$ cat config.mk
export PLATFORM = sky130hd
export DESIGN_NAME = round_robin_scheduler_io_wait
export DESIGN_NICKNAME = d
export VERILOG_FILES = /design/src/rrs_pkg.sv /design/src/rrs_dec_unit.sv /design/src/rrs_task_queue.sv /design/src/round_robin_scheduler_io_wait.sv
export SDC_FILE = /design/constraint.sdc
export NUM_CORES = 1
export LEC_CHECK = 0
export ABC_CLOCK_PERIOD_IN_PS = 8900
export BUFFER_PORTS_ARGS = -buffer_cell sky130_fd_sc_hd__buf_2
export CAP_MARGIN = 15
export CELL_PAD_IN_SITES_DETAIL_PLACEMENT = 0
export CELL_PAD_IN_SITES_GLOBAL_PLACEMENT = 1
export CORE_ASPECT_RATIO = 0.8
export CORE_UTILIZATION = 56
export CTS_CLUSTER_DIAMETER = 60
export DETAILED_ROUTE_END_ITERATION = 12
export GPL_TIMING_DRIVEN = 1
export PLACE_DENSITY = 0.79
export SYNTH_ARGS = -nofsm -noshare
export SYNTH_HDL_FRONTEND = slang
export SYNTH_HIERARCHICAL = 1
export SYNTH_SLANG_ARGS = --single-unit
export TNS_END_PERCENT = 50
$ cat constraint.sdc
create_clock -name clk -period 8.9 [get_ports clk]
set_input_delay 1.78 -clock clk [delete_from_list [all_inputs] [get_ports clk]]
set_output_delay 1.78 -clock clk [all_outputs]
set_load 0.02 [all_outputs]
$ cat src/rrs_pkg.sv
// rrs_pkg: shared types, constants and helpers of the round-robin scheduler
// no dependencies; imported by every module under src
package rrs_pkg;

    // queue geometry and field widths
    localparam int QUEUE_DEPTH = 16;
    localparam int BURST_W     = 8;
    localparam int ID_W        = 4;
    localparam int Q_W         = 8;
    localparam int IN_BURST_W  = 8;
    localparam int QA_W        = (QUEUE_DEPTH > 1) ? $clog2(QUEUE_DEPTH) : 1;
    localparam int CNT_W       = $clog2(QUEUE_DEPTH + 1);
    localparam int DEC_W       = (BURST_W > Q_W) ? BURST_W : Q_W;

    localparam logic [Q_W-1:0] QUANTUM_RESET = Q_W'(10);

    // input function codes
    localparam logic FUNC_ADMIT = 1'b0;
    localparam logic FUNC_TICK  = 1'b1;

    typedef logic [BURST_W-1:0] burst_t;
    typedef logic [DEC_W-1:0]   dec_t;
    typedef logic [Q_W-1:0]     quantum_t;
    typedef logic [CNT_W-1:0]   count_t;
    typedef logic [QA_W-1:0]    qaddr_t;

    // one task record
    typedef struct packed {
        logic [ID_W-1:0] id;
        burst_t          cpu;
        burst_t          io;
        burst_t          rem_cpu;
        burst_t          rem_io;
    } rec_t;

    // queue commands from the sequencer
    typedef struct packed {
        logic push;
        logic pop;
        logic wr_head;
    } q_cmd_t;

    // queue status back to the sequencer
    typedef struct packed {
        logic   full;
        logic   empty;
        count_t fill;
    } q_stat_t;

    // keep the low burst bits of an admitted length
    function automatic burst_t to_burst(input logic [IN_BURST_W-1:0] v);
        logic [IN_BURST_W+BURST_W-1:0] w;
        begin
            w = {{BURST_W{1'b0}}, v};
            return w[BURST_W-1:0];
        end
    endfunction

endpackage

$ cat src/rrs_dec_unit.sv
// rrs_dec_unit: shared saturating decrementer for quantum and burst countdowns
// depends on rrs_pkg
module rrs_dec_unit (
    input  rrs_pkg::dec_t operand,
    output rrs_pkg::dec_t result,
    output logic          is_zero
);
    import rrs_pkg::*;

    // count down, stick at zero
    assign result  = (operand == '0) ? '0 : operand - dec_t'(1);
    assign is_zero = (result == '0);

endmodule

$ cat src/rrs_task_queue.sv
// rrs_task_queue: circular task queue with registered head read
// depends on rrs_pkg; holds its record store in an internal array
module rrs_task_queue (
    input  logic             clk,
    input  logic             rst_n,
    input  rrs_pkg::q_cmd_t  cmd,
    input  rrs_pkg::rec_t    wdata,
    output rrs_pkg::rec_t    head_rec,
    output rrs_pkg::q_stat_t stat
);
    import rrs_pkg::*;

    localparam int SUM_W = CNT_W + 1;

    rec_t   mem [QUEUE_DEPTH];
    rec_t   rd_reg;
    qaddr_t head_reg, head_next;
    count_t fill_reg, fill_next;
    logic [SUM_W-1:0] tail_sum;
    logic [SUM_W-1:0] tail_wrap;
    qaddr_t tail;

    // tail slot, head plus fill modulo depth
    assign tail_sum  = SUM_W'(head_reg) + SUM_W'(fill_reg);
    assign tail_wrap = (tail_sum >= SUM_W'(QUEUE_DEPTH)) ? tail_sum - SUM_W'(QUEUE_DEPTH)
                                                         : tail_sum;
    assign tail      = tail_wrap[QA_W-1:0];

    // pointer and count update
    always_comb
    begin
        head_next = head_reg;
        fill_next = fill_reg;
        if (cmd.pop)
        begin
            head_next = (head_reg == qaddr_t'(QUEUE_DEPTH - 1)) ? '0 : head_reg + qaddr_t'(1);
        end
        if (cmd.push && !cmd.pop)
        begin
            fill_next = fill_reg + count_t'(1);
        end
        else if (cmd.pop && !cmd.push)
        begin
            fill_next = fill_reg - count_t'(1);
        end
    end

    always_ff @(posedge clk or negedge rst_n)
    begin
        if (!rst_n)
        begin
            head_reg <= '0;
            fill_reg <= '0;
        end
        else
        begin
            head_reg <= head_next;
            fill_reg <= fill_next;
        end
    end

    // record store, one write and one registered head read a cycle
    always_ff @(posedge clk)
    begin
        if (cmd.push)
        begin
            mem[tail] <= wdata;
        end
        else if (cmd.wr_head)
        begin
            mem[head_reg] <= wdata;
        end
        rd_reg <= mem[head_reg];
    end

    assign head_rec   = rd_reg;
    assign stat.fill  = fill_reg;
    assign stat.full  = (fill_reg == count_t'(QUEUE_DEPTH));
    assign stat.empty = (fill_reg == '0);

endmodule

$ cat src/round_robin_scheduler_io_wait.sv
// Round-robin scheduler with a run queue and an I/O wait queue, one result per input beat.
// An admit queues the task unless the run queue is full. A tick visits every waiter, then
// rotates the run queue if due and charges its head: each queue is read only at its head
// through a registered port, so every head visit passes a read state and an update state,
// and all countdowns go through one shared saturating decrementer. Input is taken only
// while no result is pending. Queue stores are not cleared after reset; only slots that
// hold a task are ever read. The quantum register is written through cfg_we/cfg_data.
// depends on rrs_pkg, rrs_dec_unit, rrs_task_queue
module round_robin_scheduler_io_wait (
    input  logic                        clk,
    input  logic                        rst_n,
    input  logic                        in_valid,
    output logic                        in_ready,
    input  logic                        func,
    input  logic [rrs_pkg::ID_W-1:0]    task_id,
    input  logic [7:0]                  cpu_burst_len,
    input  logic [7:0]                  io_burst_len,
    output logic                        out_valid,
    input  logic                        out_ready,
    output logic [rrs_pkg::ID_W-1:0]    running_id,
    output logic                        running_valid,
    output logic [rrs_pkg::Q_W-1:0]     quantum_left,
    output logic [rrs_pkg::CNT_W-1:0]   run_count,
    output logic [rrs_pkg::CNT_W-1:0]   wait_count,
    output logic                        admit_dropped,
    input  logic                        cfg_we,
    input  logic [rrs_pkg::Q_W-1:0]     cfg_data
);
    import rrs_pkg::*;

    typedef enum logic [6:0] {
        ST_IDLE      = 7'b0000001,
        ST_WAIT_RD   = 7'b0000010,
        ST_WAIT_PROC = 7'b0000100,
        ST_ROT_RD    = 7'b0001000,
        ST_ROT_PROC  = 7'b0010000,
        ST_HEAD_RD   = 7'b0100000,
        ST_HEAD_PROC = 7'b1000000
    } state_t;

    state_t   state_reg, state_next;
    quantum_t tq_reg;
    quantum_t quantum_reg, quantum_next;
    count_t   wait_left_reg, wait_left_next;
    logic     tick_reg, tick_next;
    logic     dropped_reg, dropped_next;
    logic     out_valid_reg, out_valid_next;
    logic [ID_W-1:0] out_id_reg, out_id_next;
    logic     out_rv_reg, out_rv_next;
    quantum_t out_q_reg, out_q_next;
    count_t   out_run_reg, out_run_next;
    count_t   out_wait_reg, out_wait_next;
    logic     out_drop_reg, out_drop_next;

    q_cmd_t   run_cmd, wait_cmd;
    rec_t     run_wdata, wait_wdata;
    rec_t     run_head, wait_head;
    q_stat_t  run_stat, wait_stat;
    rec_t     rec_in, rec_io, rec_reload;

    dec_t     dec_op, dec_res;
    logic     dec_zero;
    logic     rotate;

    rrs_task_queue u_run_q (
        .clk      (clk),
        .rst_n    (rst_n),
        .cmd      (run_cmd),
        .wdata    (run_wdata),
        .head_rec (run_head),
        .stat     (run_stat)
    );

    rrs_task_queue u_wait_q (
        .clk      (clk),
        .rst_n    (rst_n),
        .cmd      (wait_cmd),
        .wdata    (wait_wdata),
        .head_rec (wait_head),
        .stat     (wait_stat)
    );

    rrs_dec_unit u_dec (
        .operand (dec_op),
        .result  (dec_res),
        .is_zero (dec_zero)
    );

    assign in_ready = (state_reg == ST_IDLE) && !out_valid_reg;

    // admitted record
    always_comb
    begin
        rec_in.id      = task_id;
        rec_in.cpu     = to_burst(cpu_burst_len);
        rec_in.io      = to_burst(io_burst_len);
        rec_in.rem_cpu = to_burst(cpu_burst_len);
        rec_in.rem_io  = to_burst(io_burst_len);
    end

    // waiter records after one tick of i/o
    always_comb
    begin
        rec_io            = wait_head;
        rec_io.rem_io     = burst_t'(dec_res);
        rec_reload        = wait_head;
        rec_reload.rem_cpu = wait_head.cpu;
        rec_reload.rem_io  = wait_head.io;
    end

    assign rotate = (quantum_reg == '0) || (!run_stat.empty && run_head.rem_cpu == '0);

    // decrementer operand select
    always_comb
    begin
        priority if (state_reg == ST_WAIT_PROC)
        begin
            dec_op = dec_t'(wait_head.rem_io);
        end
        else if (state_reg == ST_HEAD_PROC)
        begin
            dec_op = dec_t'(run_head.rem_cpu);
        end
        else
        begin
            dec_op = dec_t'(quantum_reg);
        end
    end

    // sequencer
    always_comb
    begin
        state_next     = state_reg;
        quantum_next   = quantum_reg;
        wait_left_next = wait_left_reg;
        tick_next      = tick_reg;
        dropped_next   = dropped_reg;
        out_valid_next = out_valid_reg && !out_ready;
        out_id_next    = out_id_reg;
        out_rv_next    = out_rv_reg;
        out_q_next     = out_q_reg;
        out_run_next   = out_run_reg;
        out_wait_next  = out_wait_reg;
        out_drop_next  = out_drop_reg;
        run_cmd        = '0;
        wait_cmd       = '0;
        run_wdata      = run_head;
        wait_wdata     = wait_head;

        unique case (state_reg)
            ST_IDLE:
            begin
                if (in_valid && in_ready)
                begin
                    tick_next    = (func == FUNC_TICK);
                    dropped_next = (func == FUNC_ADMIT) && run_stat.full;
                    if (func == FUNC_TICK)
                    begin
                        quantum_next   = quantum_t'(dec_res);
                        wait_left_next = wait_stat.fill;
                        state_next     = wait_stat.empty ? ST_ROT_RD : ST_WAIT_RD;
                    end
                    else
                    begin
                        run_cmd.push = !run_stat.full;
                        run_wdata    = rec_in;
                        state_next   = ST_HEAD_RD;
                    end
                end
            end
            ST_WAIT_RD:
            begin
                state_next = ST_WAIT_PROC;
            end
            ST_WAIT_PROC:
            begin
                wait_cmd.pop = 1'b1;
                if (dec_zero && !run_stat.full)
                begin
                    run_cmd.push = 1'b1;
                    run_wdata    = rec_reload;
                end
                else
                begin
                    wait_cmd.push = 1'b1;
                    wait_wdata    = rec_io;
                end
                wait_left_next = wait_left_reg - count_t'(1);
                state_next     = (wait_left_reg == count_t'(1)) ? ST_ROT_RD : ST_WAIT_RD;
            end
            ST_ROT_RD:
            begin
                state_next = ST_ROT_PROC;
            end
            ST_ROT_PROC:
            begin
                if (rotate)
                begin
                    if (!run_stat.empty)
                    begin
                        run_cmd.pop = 1'b1;
                        if (run_head.rem_cpu != '0 || wait_stat.full)
                        begin
                            run_cmd.push = 1'b1;
                        end
                        else
                        begin
                            wait_cmd.push = 1'b1;
                            wait_wdata    = run_head;
                        end
                    end
                    quantum_next = tq_reg;
                end
                state_next = ST_HEAD_RD;
            end
            ST_HEAD_RD:
            begin
                state_next = ST_HEAD_PROC;
            end
            ST_HEAD_PROC:
            begin
                // on a tick, charge it to a non-empty head; always publish the result beat
                if (tick_reg && !run_stat.empty)
                begin
                    run_cmd.wr_head   = 1'b1;
                    run_wdata.rem_cpu = burst_t'(dec_res);
                end
                out_valid_next = 1'b1;
                out_id_next    = run_stat.empty ? '0 : run_head.id;
                out_rv_next    = !run_stat.empty;
                out_q_next     = quantum_reg;
                out_run_next   = run_stat.fill;
                out_wait_next  = wait_stat.fill;
                out_drop_next  = dropped_reg;
                state_next     = ST_IDLE;
            end
            default:
            begin
                state_next = ST_IDLE;
            end
        endcase
    end

    // control registers
    always_ff @(posedge clk or negedge rst_n)
    begin
        if (!rst_n)
        begin
            state_reg     <= ST_IDLE;
            tq_reg        <= QUANTUM_RESET;
            quantum_reg   <= QUANTUM_RESET;
            wait_left_reg <= '0;
            tick_reg      <= 1'b0;
            dropped_reg   <= 1'b0;
            out_valid_reg <= 1'b0;
        end
        else
        begin
            state_reg     <= state_next;
            quantum_reg   <= quantum_next;
            wait_left_reg <= wait_left_next;
            tick_reg      <= tick_next;
            dropped_reg   <= dropped_next;
            out_valid_reg <= out_valid_next;
            if (cfg_we)
            begin
                tq_reg <= cfg_data;
            end
        end
    end

    // result payload
    always_ff @(posedge clk)
    begin
        out_id_reg   <= out_id_next;
        out_rv_reg   <= out_rv_next;
        out_q_reg    <= out_q_next;
        out_run_reg  <= out_run_next;
        out_wait_reg <= out_wait_next;
        out_drop_reg <= out_drop_next;
    end

    assign out_valid     = out_valid_reg;
    assign running_id    = out_id_reg;
    assign running_valid = out_rv_reg;
    assign quantum_left  = out_q_reg;
    assign run_count     = out_run_reg;
    assign wait_count    = out_wait_reg;
    assign admit_dropped = out_drop_reg;

    // checks
    logic [CNT_W:0] total_tasks;
    assign total_tasks = (CNT_W+1)'(run_stat.fill) + (CNT_W+1)'(wait_stat.fill);

    a_no_overfill: assert property (@(posedge clk) disable iff (!rst_n)
        run_stat.fill <= count_t'(QUEUE_DEPTH) && wait_stat.fill <= count_t'(QUEUE_DEPTH))
        else $error("queue fill beyond depth");

    a_admit_grows: assert property (@(posedge clk) disable iff (!rst_n)
        in_valid && in_ready && func == FUNC_ADMIT && !run_stat.full
        |=> run_stat.fill == count_t'($past(run_stat.fill) + count_t'(1)))
        else $error("admit did not grow run queue");

    a_tick_conserves: assert property (@(posedge clk) disable iff (!rst_n)
        state_reg != ST_IDLE |=> total_tasks == $past(total_tasks))
        else $error("task lost or duplicated during tick");

    a_one_at_a_time: assert property (@(posedge clk) disable iff (!rst_n)
        !(out_valid_reg && state_reg != ST_IDLE))
        else $error("work started while a result is pending");

endmodule
== After elaboration in Yosys (flattened, before gate mapping) ==
Memories as Yosys holds them, arrays and structs flattened. A register that Yosys moved wholly into a read port is not among the register bits.
Index checks and enable logic that the tools add are counted.

* Register bits after elaboration: 73
* Memory bits (writable): 1152
* Word-level logic and storage cells: 147
* Memories kept: 2

{| class="wikitable"
|+ Memory list
! memory !! depth !! bits a word !! read ports !! clocked after memory_dff !! wr ports !! RTL line !! RTL
|-
| u_run_q.mem || 16 || 36 || 1 || 1 || 1 || rrs_task_queue.sv:15 || <nowiki>rec_t mem [QUEUE_DEPTH];</nowiki>
|-
| u_wait_q.mem || 16 || 36 || 1 || 1 || 1 || rrs_task_queue.sv:15 ||
|}

* Add/sub/neg operators: 12
* Order comparisons: 2
* Equality and inequality tests: 15
* Multiplexer cells: 62
* Bitwise gates (word level): 1
* Reductions and logical operators: 36

{| class="wikitable"
|+ Operators by type and width
! cell !! number
|-
| $mux W36 || 7
|-
| $pmux W36 S2 || 1
|-
| $mux W8 || 8
|-
| $pmux W7 S6 || 1
|-
| $pmux W20 S2 || 1
|-
| $reduce_or A36 Y1 || 1
|-
| $logic_not A8 Y1 || 4
|-
| $pmux W8 S2 || 2
|-
| $mux W5 || 6
|-
| $mux W4 || 7
|-
| $pmux W8 S3 || 1
|-
| $mux W1 || 21
|-
| $sub A5 B1 Y5 const B || 3
|-
| $add A4 B5 Y6 || 2
|-
| $ge A6 B5 Y1 const B || 2
|-
| $logic_and A1 B1 Y1 || 11
|-
| $add A5 B1 Y5 const B || 2
|-
| $eq A5 B5 Y1 const B || 2
|-
| $logic_not A5 Y1 || 2
|-
| $pmux W5 S2 || 1
|-
| $add A4 B1 Y4 const B || 2
|-
| $eq A4 B4 Y1 const B || 2
|-
| $logic_not A1 Y1 || 8
|-
| $reduce_bool A2 Y1 || 4
|-
| 23 further kinds || 27
|}

== Logic depth before layout (Yosys ltp) ==
Gate-level depths: netlist of the first run.

* Depth in word-level cells: 13
* Mapped depth: 25

== Cells and area by module ==
The synthesis of the first run kept the hierarchy.

{| class="wikitable"
|+ Modules (own cells, without submodules)
! module !! times used !! cells an instance !! area an instance (um^2)
|-
| rrs_task_queue at u_wait_q || 1 || 1030 || 23119.7
|-
| rrs_task_queue at u_run_q || 1 || 1029 || 23115.9
|-
| round_robin_scheduler_io_wait || 1 || 407 || 3902.5
|-
| rrs_dec_unit || 1 || 37 || 250.2
|}

== Worst setup path before layout of the first run ==
OpenSTA, ideal clock, no wires.

* Path type: reg-to-reg
* Start point: register state_reg[1]
* End point: memory u_wait_q/mem[2][0] (netlist name) (enable)
* Library setup time: 0.474 ns
* Arrival: 6.730 ns
* Required time: 8.426 ns
* Path slack: 1.696 ns
* Stages on the path, launching flop included: 22
* Buffers on the path: 3
* Cells stage by stage: dfrtp_1 buf_6 or4_4 or4b_4 buf_6 clkinv_8 nand2_1 a31oi_1 inv_1 ha_1 xnor2_1 and4_2 a31o_1 nand2b_1 nand4_1 o21a_1 clkbuf_1 inv_1 nand2_1 o32ai_1 nand2_1 nor3_1

{| class="wikitable"
|+ RTL lines
! what !! RTL line !! RTL
|-
| start: declaration || round_robin_scheduler_io_wait.sv:41 || <nowiki>state_t state_reg, state_next;</nowiki>
|-
| start signal: assignment || round_robin_scheduler_io_wait.sv:259 || <nowiki>state_reg <= state_next;</nowiki>
|-
| end: declaration || rrs_task_queue.sv:15 ||
|}

==> out/metrics.csv, run 1 <==
stage,metric,value,unit
synthesis,cells after synthesis,2303,
route,DRC violations left,0,
timing,f_max,146,MHz
hold_path,Hold Crit Class,reg2reg,
route,drt total wl,99.9,mm
synthesis,Ys Warns,6,
route,DRT antenna net count,0,
synthesis,"Cell Area, Synth",45500,sq um
setup_path,Worst setup EP type,flop,
clock_tree,clock slew at reported path FFs,0.06,ns
setup_path,reg2reg setup slack,2.03,ns
outcome,outcome,completed,
setup_path,"Critical Path, Cell by Cell","or4_4, or4b_4, clkinv_8, nand2_1, a31oi_1, inv_1, ha_1, xnor2_1, and4_2, a31o_1, a21oi_1, o32ai_1, nor2b_1, or4_1, a21oi_4, buf_4",
grt,GRT busiest layer,met1,
clock_tree,# hold bufs at CTS,0,
route,drt first pass iters,5,
route,Initial DRC Count,2549,
timing,Final Cycle Share,77.2,%
timing,Tmin final,6.87,ns
placement,PortBufs,59,
placement,HPWL after DPL,59.2,mm
timing,Final WS setup,2.03,ns
layout,Total Nets Final,2478,
setup_path,Top Family by Delay on Critical Path,simple AND/OR/NAND/NOR gates,
clock_tree,CTS sink cnt,1161,
power,power per standard cell area,296,nW/um^2
grt,global route overflow,0,
clock_tree,Num CTS Buffers,108,
placement,dpl cell area,47300,sq um
clock_tree,H-tree levels,3,
timing,RSZ-0062 raised after global routing,no,
setup_path,Reg2Reg Depth,16,
setup_path,crit path max fanout,32,
setup_path,slowest CP cell,or4_1,
floorplanning,initial core utilization,56.5,%
grt,total track usage,24.7,%
job,max-cap viol count,0,
setup_path,critical path class,reg2reg,
setup_path,CP required,9.26,ns
layout,Fillers,5318,
grt,met3 usage,4.22,%
grt,vias in the first global route,23100,
setup_path,worst path arrival time,7.23,ns
timing,fin. max-slew vios,0,
floorplanning,die area,82300,sq um
clock_tree,Skew-Pair Late Insertion Delay,0.70,ns
layout,Synth-to-Final Area Change,12.0,%
floorplanning,die width,321,um
setup_path,CP startpoint kind,flop,
layout,post-route standard cell area excluding fillers,50900,sq um
layout,diode count,0,
timing,total negative slack,0,ns
clock_tree,CTS tree,done,
layout,max reg flops,576,
layout,share of layout cells above drive strength 1,26.6,%
setup_path,Critical Path Start,state_reg[1]$_DFFE_PN0P_,
clock_tree,Post-CTS Repair Setup Buffers,0,
timing,final hold violations,0,
route,routed vias,23000,
placement,global placer's final weighted congestion,0.869,
floorplanning,Row Count,93,
timing,Worst Skew,0.0464,ns
timing,Max-slew headroom,26.6,%
placement,dpl ws,1.99,ns
floorplanning,Die H,257,um
grt,grt met1 use,38.5,%
clock_tree,Clock Path Buffers,3,
layout,most frequent cells in the layout,"1048 x edfxtp_1, 256 x mux4_2, 147 x a22oi_1",
timing,worst-margin pin slew,1.09,ns
setup_path,Buf/Inv on CP,3,
timing,Final setup viols,0,
setup_path,Worst path depth,16,
floorplanning,num ports,60,
route,post-DR vias/cell,6.37,
grt,largest net degree at the start of global routing,69,
setup_path,crit path to,u_run_q/mem[9][5]$_DFFE_PP_,
route,WL per Instance,27.7,um
setup_path,Crit path largest cell delay,0.96,ns
grt,M2 GR Usage,36.7,%
setup_path,reg2reg start,state_reg[1]$_DFFE_PN0P_,
layout,Largest Register,u_run_q/mem,
setup_path,reg2reg end,u_run_q/mem[9][5]$_DFFE_PP_,
floorplanning,core area,80400,sq um
hold_path,Hold Startpoint,dropped_reg$_DFFE_PN0P_,
layout,"most common cell after layout, fill and taps aside",edfxtp_1,
synthesis,Avg Inst Size Synth,19.7,sq um
clock_tree,Root Buffer,clkbuf_16,
clock_tree,post-cts repair resize count,0,
grt,initial antenna violation count,1,
power,Worst IR Drop VDD,0.226,mV
power,Lkg Pwr,16.4,nW
grt,global-route wire length before repair,150,mm
==> how the worst min path moves through the flow <==
stage                                         end  cells past startpoint
final                     admit_dropped$_DFFE_PP_                      0
after global routing      admit_dropped$_DFFE_PP_                      0
after CTS                 admit_dropped$_DFFE_PP_                      0
after detailed placement  admit_dropped$_DFFE_PP_                      0
after global placement    admit_dropped$_DFFE_PP_                      0
after floorplan           admit_dropped$_DFFE_PP_                      0
==> metrics by stage <==
step / hold WS, ns / std cells / util [%] / total power, mW
3_5_place_dp: 0.443 / 3394 / 58.8 / 10.7
5_1_grt: 0.463 / 3606 / 63.3 / 15.6
3_3_place_gp: 0.438 / 3394 / 58.8 / 10.5
6_report: 0.453 / 3606 / 63.3 / 15.0
2_1_floorplan: 0.425 / 2306 / - / 9.60
4_1_cts: 0.446 / 3598 / 63.2 / 15.1
==> final cells by class <==
cell class                 instances  area [sq um]  share of cell area [%]
tap                             1092          1370                    2.68
clock buffer                     159          3080                    6.05
multi-input combinational        952         10900                    21.3
sequential                      1161         34000                    66.8
inverter                          57           226                   0.445
timing repair buffer             140           968                    1.90
clock inverter                    45           418                   0.821
==> layer usage <==
metal,wire [um],up-vias
li1,-,9660
met1,43500,12100
met2,45800,1095
met3,8500,147
met4,2040,0
met5,0,-
==> power by group <==
part | total, mW | switching (mW) | internal (mW) | leakage [nW]
sequential | 7.50 | 0.392 | 7.10 | 10.6
combinational | 3.07 | 1.90 | 1.17 | 4.09
clock | 4.49 | 1.96 | 2.53 | 1.70
total | 15.0 | 4.25 | 10.8 | 16.4
(Power assumes the default switching activity.)
==> run 2: changes to the inputs <==
--- a/config.mk
+++ b/config.mk
@@ -5,17 +5,17 @@
 export SDC_FILE = /design/constraint.sdc
 export NUM_CORES = 1
 export LEC_CHECK = 0
-export ABC_CLOCK_PERIOD_IN_PS = 8900
+export ABC_CLOCK_PERIOD_IN_PS = 5620
 export BUFFER_PORTS_ARGS = -buffer_cell sky130_fd_sc_hd__buf_2
 export CAP_MARGIN = 15
 export CELL_PAD_IN_SITES_DETAIL_PLACEMENT = 0
 export CELL_PAD_IN_SITES_GLOBAL_PLACEMENT = 1
 export CORE_ASPECT_RATIO = 0.8
-export CORE_UTILIZATION = 56
+export CORE_UTILIZATION = 51
 export CTS_CLUSTER_DIAMETER = 60
 export DETAILED_ROUTE_END_ITERATION = 12
 export GPL_TIMING_DRIVEN = 1
-export PLACE_DENSITY = 0.79
+export PLACE_DENSITY = 0.75
 export SYNTH_ARGS = -nofsm -noshare
 export SYNTH_HDL_FRONTEND = slang
 export SYNTH_HIERARCHICAL = 1
==> constraint.sdc (replaced) <==
create_clock -name clk -period 5.62 [get_ports clk]
set_input_delay 1.124 -clock clk [delete_from_list [all_inputs] [get_ports clk]]
set_output_delay 1.124 -clock clk [all_outputs]
set_load 0.02 [all_outputs]
==> out/metrics.csv, run 2 (synthesized netlist as in run 1, its figures left out) <==
stage,metric,value,unit,change
outcome,outcome,completed,,
clock_tree,Root Buffer,clkbuf_16,,
timing,Final setup viols,0,,unchanged
grt,total track usage,23.7,%,-1.0 points
route,Initial DRC Count,2632,,+3.3%
layout,share of layout cells above drive strength 1,27.9,%,+1.3 points
grt,largest net degree at the start of global routing,110,,+59%
power,power per standard cell area,472,nW/um^2,+60%
power,Lkg Pwr,16.7,nW,+1.6%
setup_path,Worst setup EP type,flop,,
layout,Synth-to-Final Area Change,14.3,%,
route,drt total wl,105,mm,+4.7%
setup_path,reg2reg end,u_wait_q/fill_reg[4]$_DFFE_PN0P_,,
placement,HPWL after DPL,63.5,mm,+7.2%
placement,dpl ws,0.0779,ns,-1.91 ns
hold_path,Hold Startpoint,dropped_reg$_DFFE_PN0P_,,
setup_path,"Critical Path, Cell by Cell","or4_4, or4b_4, clkinv_8, nand2_1, a31oi_2, inv_1, ha_1, xnor2_1, and4_2, a31o_1, nand2b_1, nand4_1, o21a_1, inv_2, ha_2, inv_1, ha_1, nor2b_1, o21a_1, o2111ai_1, o311ai_0",,
floorplanning,num ports,60,,unchanged
floorplanning,initial core utilization,51.7,%,-4.8 points
setup_path,Buf/Inv on CP,4,,+1
timing,Max-slew headroom,28.6,%,+2.0 points
hold_path,Hold Crit Class,reg2reg,,
setup_path,reg2reg setup slack,0.33,ns,-1.70 ns
clock_tree,CTS sink cnt,1161,,unchanged
layout,Total Nets Final,2520,,+1.7%
setup_path,Reg2Reg Depth,21,,+5
placement,global placer's final weighted congestion,0.890,,+2.4%
power,fraction of power spent switching nets,28.6,%,+0.40 points
setup_path,reg2reg start,state_reg[0]$_DFFE_PN1P_,,
route,post-DR vias/cell,6.16,,-3.4%
clock_tree,# hold bufs at CTS,0,,unchanged
setup_path,CP startpoint kind,flop,,
power,Combinational Power Share,21.5,%,+1.1 points
grt,vias in the first global route,23200,,+0.26%
timing,Final WS setup,0.333,ns,-1.70 ns
timing,fin. max-slew vios,0,,unchanged
clock_tree,Num CTS Buffers,110,,+1.9%
route,DRT antenna net count,0,,unchanged
timing,WHS,0.456,ns,+0.00319 ns
placement,dpl cell area,48200,sq um,+2.0%
grt,global-route wire length before repair,154,mm,+3.3%
clock_tree,Post-CTS Repair Setup Buffers,0,,unchanged
timing,Tmin final,5.29,ns,-1.58 ns
timing,final hold violations,0,,unchanged
setup_path,CP required,6.13,ns,-3.13 ns
power,total internal power,17.5,mW,+62%
floorplanning,Die H,269,um,+4.7%
clock_tree,H-tree levels,3,,unchanged
layout,diode count,0,,unchanged
timing,Worst Skew,0.0585,ns,+0.0121 ns
grt,global route overflow,0,,unchanged
layout,Util after Layout,59.1,%,-4.2 points
setup_path,worst path arrival time,5.79,ns,-1.44 ns
power,Worst IR Drop VDD,0.304,mV,+35%
job,max-cap viol count,0,,unchanged
timing,worst-margin pin slew,1.07,ns,-0.0228 ns
route,DRC violations left,0,,unchanged
power,clock share of power,30.2,%,+0.4 points
setup_path,crit path max fanout,11,,-66%
route,WL per Instance,27.9,um,+0.81%
route,drt first pass iters,7,,+2
power,Seq pwr share,48.2,%,-1.6 points
layout,max reg flops,576,,unchanged
layout,"most common cell after layout, fill and taps aside",edfxtp_1,,
power,Psw,7.01,mW,+65%
setup_path,critical path class,reg2reg,,
floorplanning,core area,87900,sq um,+9.3%
setup_path,slowest CP cell,or4b_4,,
floorplanning,die width,336,um,+4.8%
clock_tree,Skew-Pair Late Insertion Delay,0.71,ns,about the same
hold_path,Hold EP,admit_dropped$_DFFE_PP_,,
timing,f_max,189,MHz,+30%
clock_tree,CTS tree,done,,
clock_tree,Clock Path Buffers,3,,unchanged
hold_path,hold depth,0,,unchanged
placement,PortBufs,59,,unchanged
grt,initial antenna violation count,2,,+1
setup_path,Top Family by Delay on Critical Path,simple AND/OR/NAND/NOR gates,,
clock_tree,clock slew at reported path FFs,0.06,ns,about the same
setup_path,Crit path largest cell delay,0.63,ns,-0.33 ns
layout,post-route standard cell area excluding fillers,51900,sq um,+2.0%
timing,RSZ-0062 raised after global routing,no,,
timing,Final Cycle Share,94.1,%,+17 points
route,routed vias,23100,,+0.30%
floorplanning,Row Count,97,,+4.3%
layout,Largest Register,u_run_q/mem,,
floorplanning,die area,90300,sq um,+9.7%
layout,most frequent cells in the layout,"1048 x edfxtp_1, 256 x mux4_2, 147 x a22oi_1",,
[run 2: cell types whose count changed in the layout (fill, tap and decap cells not counted), moves of 6 or more]
cell / change
clkinv_1: +8
o21ai_0: +7
nor3_2: -16
bufinv_16: +6
buf_12: +27
o21ai_1: -7
buf_4: +13
clkbuf_1: -7
clkbuf_8: -6
nor3_4: +16
[run 2: timing repair]
item                                    CTS  global route
resized for setup                         0             4
hold endpoints to repair                  0             0
endpoints found under the setup margin    0           165
[run 2: final cells by class]
type / instances / area [sq um]
inverter: 57 / 226
multi-input combinational: 952 / 11000
fill: 6327 / 35900
clock inverter: 59 / 651
clock buffer: 147 / 2990
timing repair buffer: 180 / 1590
sequential: 1161 / 34000
tap: 1188 / 1490
[run 2: worst max-delay path by stage]
| stage | to | cells past startpoint | slack, ns | startpoint |
|---|---|---|---|---|
| floorplan | u_wait_q/mem[14][0]$_DFFE_PP_ | 21 | -0.48 | state_reg[1]$_DFFE_PN0P_ |
| global placement | u_wait_q/fill_reg[4]$_DFFE_PN0P_ | 22 | 0.18 | state_reg[0]$_DFFE_PN1P_ |
| detailed placement | u_run_q/mem[6][16]$_DFFE_PP_ | 17 | 0.08 | state_reg[0]$_DFFE_PN1P_ |
| CTS | u_wait_q/fill_reg[4]$_DFFE_PN0P_ | 21 | 0.08 | state_reg[0]$_DFFE_PN1P_ |
| global route | u_wait_q/fill_reg[4]$_DFFE_PN0P_ | 22 | 0.05 | state_reg[0]$_DFFE_PN1P_ |
| finish | u_wait_q/fill_reg[4]$_DFFE_PN0P_ | 21 | 0.33 | state_reg[0]$_DFFE_PN1P_ |
[run 2: metal layers]
layer,vias up,GRT usage [%],part of all wire (%)
met5,-,0,0
met4,0,4.69,1.5
met3,123,5.57,9.6
met2,1007,35.7,45
met1,12200,35.6,43
li1,9770,-,-
[run 2: worst reg2reg max path, delay by kind of cell (launching register included)]
| kind | cells | cell delay, ns |
|---|---|---|
| xor gates and xnor gates | 1 | 0.16 |
| adders and majority gates | 3 | 0.86 |
| and+or+nand+nor | 7 | 2.02 |
| buffers and inverters | 4 | 0.47 |
| DFF | 1 | 0.43 |
| AOI/OAI and AO/OA | 6 | 1.20 |
[run 2: stage by stage]
step           power (mW)  TNS, ns  instances
5_1_grt              25.4        0       3744
3_3_place_gp         17.0        0       3533
4_1_cts              24.6        0       3739
2_1_floorplan        15.2  -254.40       2306
6_report             24.5        0       3744
3_5_place_dp         17.2        0       3533
[run 2: power by group through the flow]
stage / clock, mW / combinational [mW] / sequential (mW)
2_1_floorplan: 0 / 3.56 / 11.6
3_3_place_gp: 0 / 5.09 / 11.9
3_5_place_dp: 0 / 5.25 / 12.0
4_1_cts: 7.54 / 5.26 / 11.8
5_1_grt: 7.87 / 5.69 / 11.9
6_report: 7.40 / 5.28 / 11.8
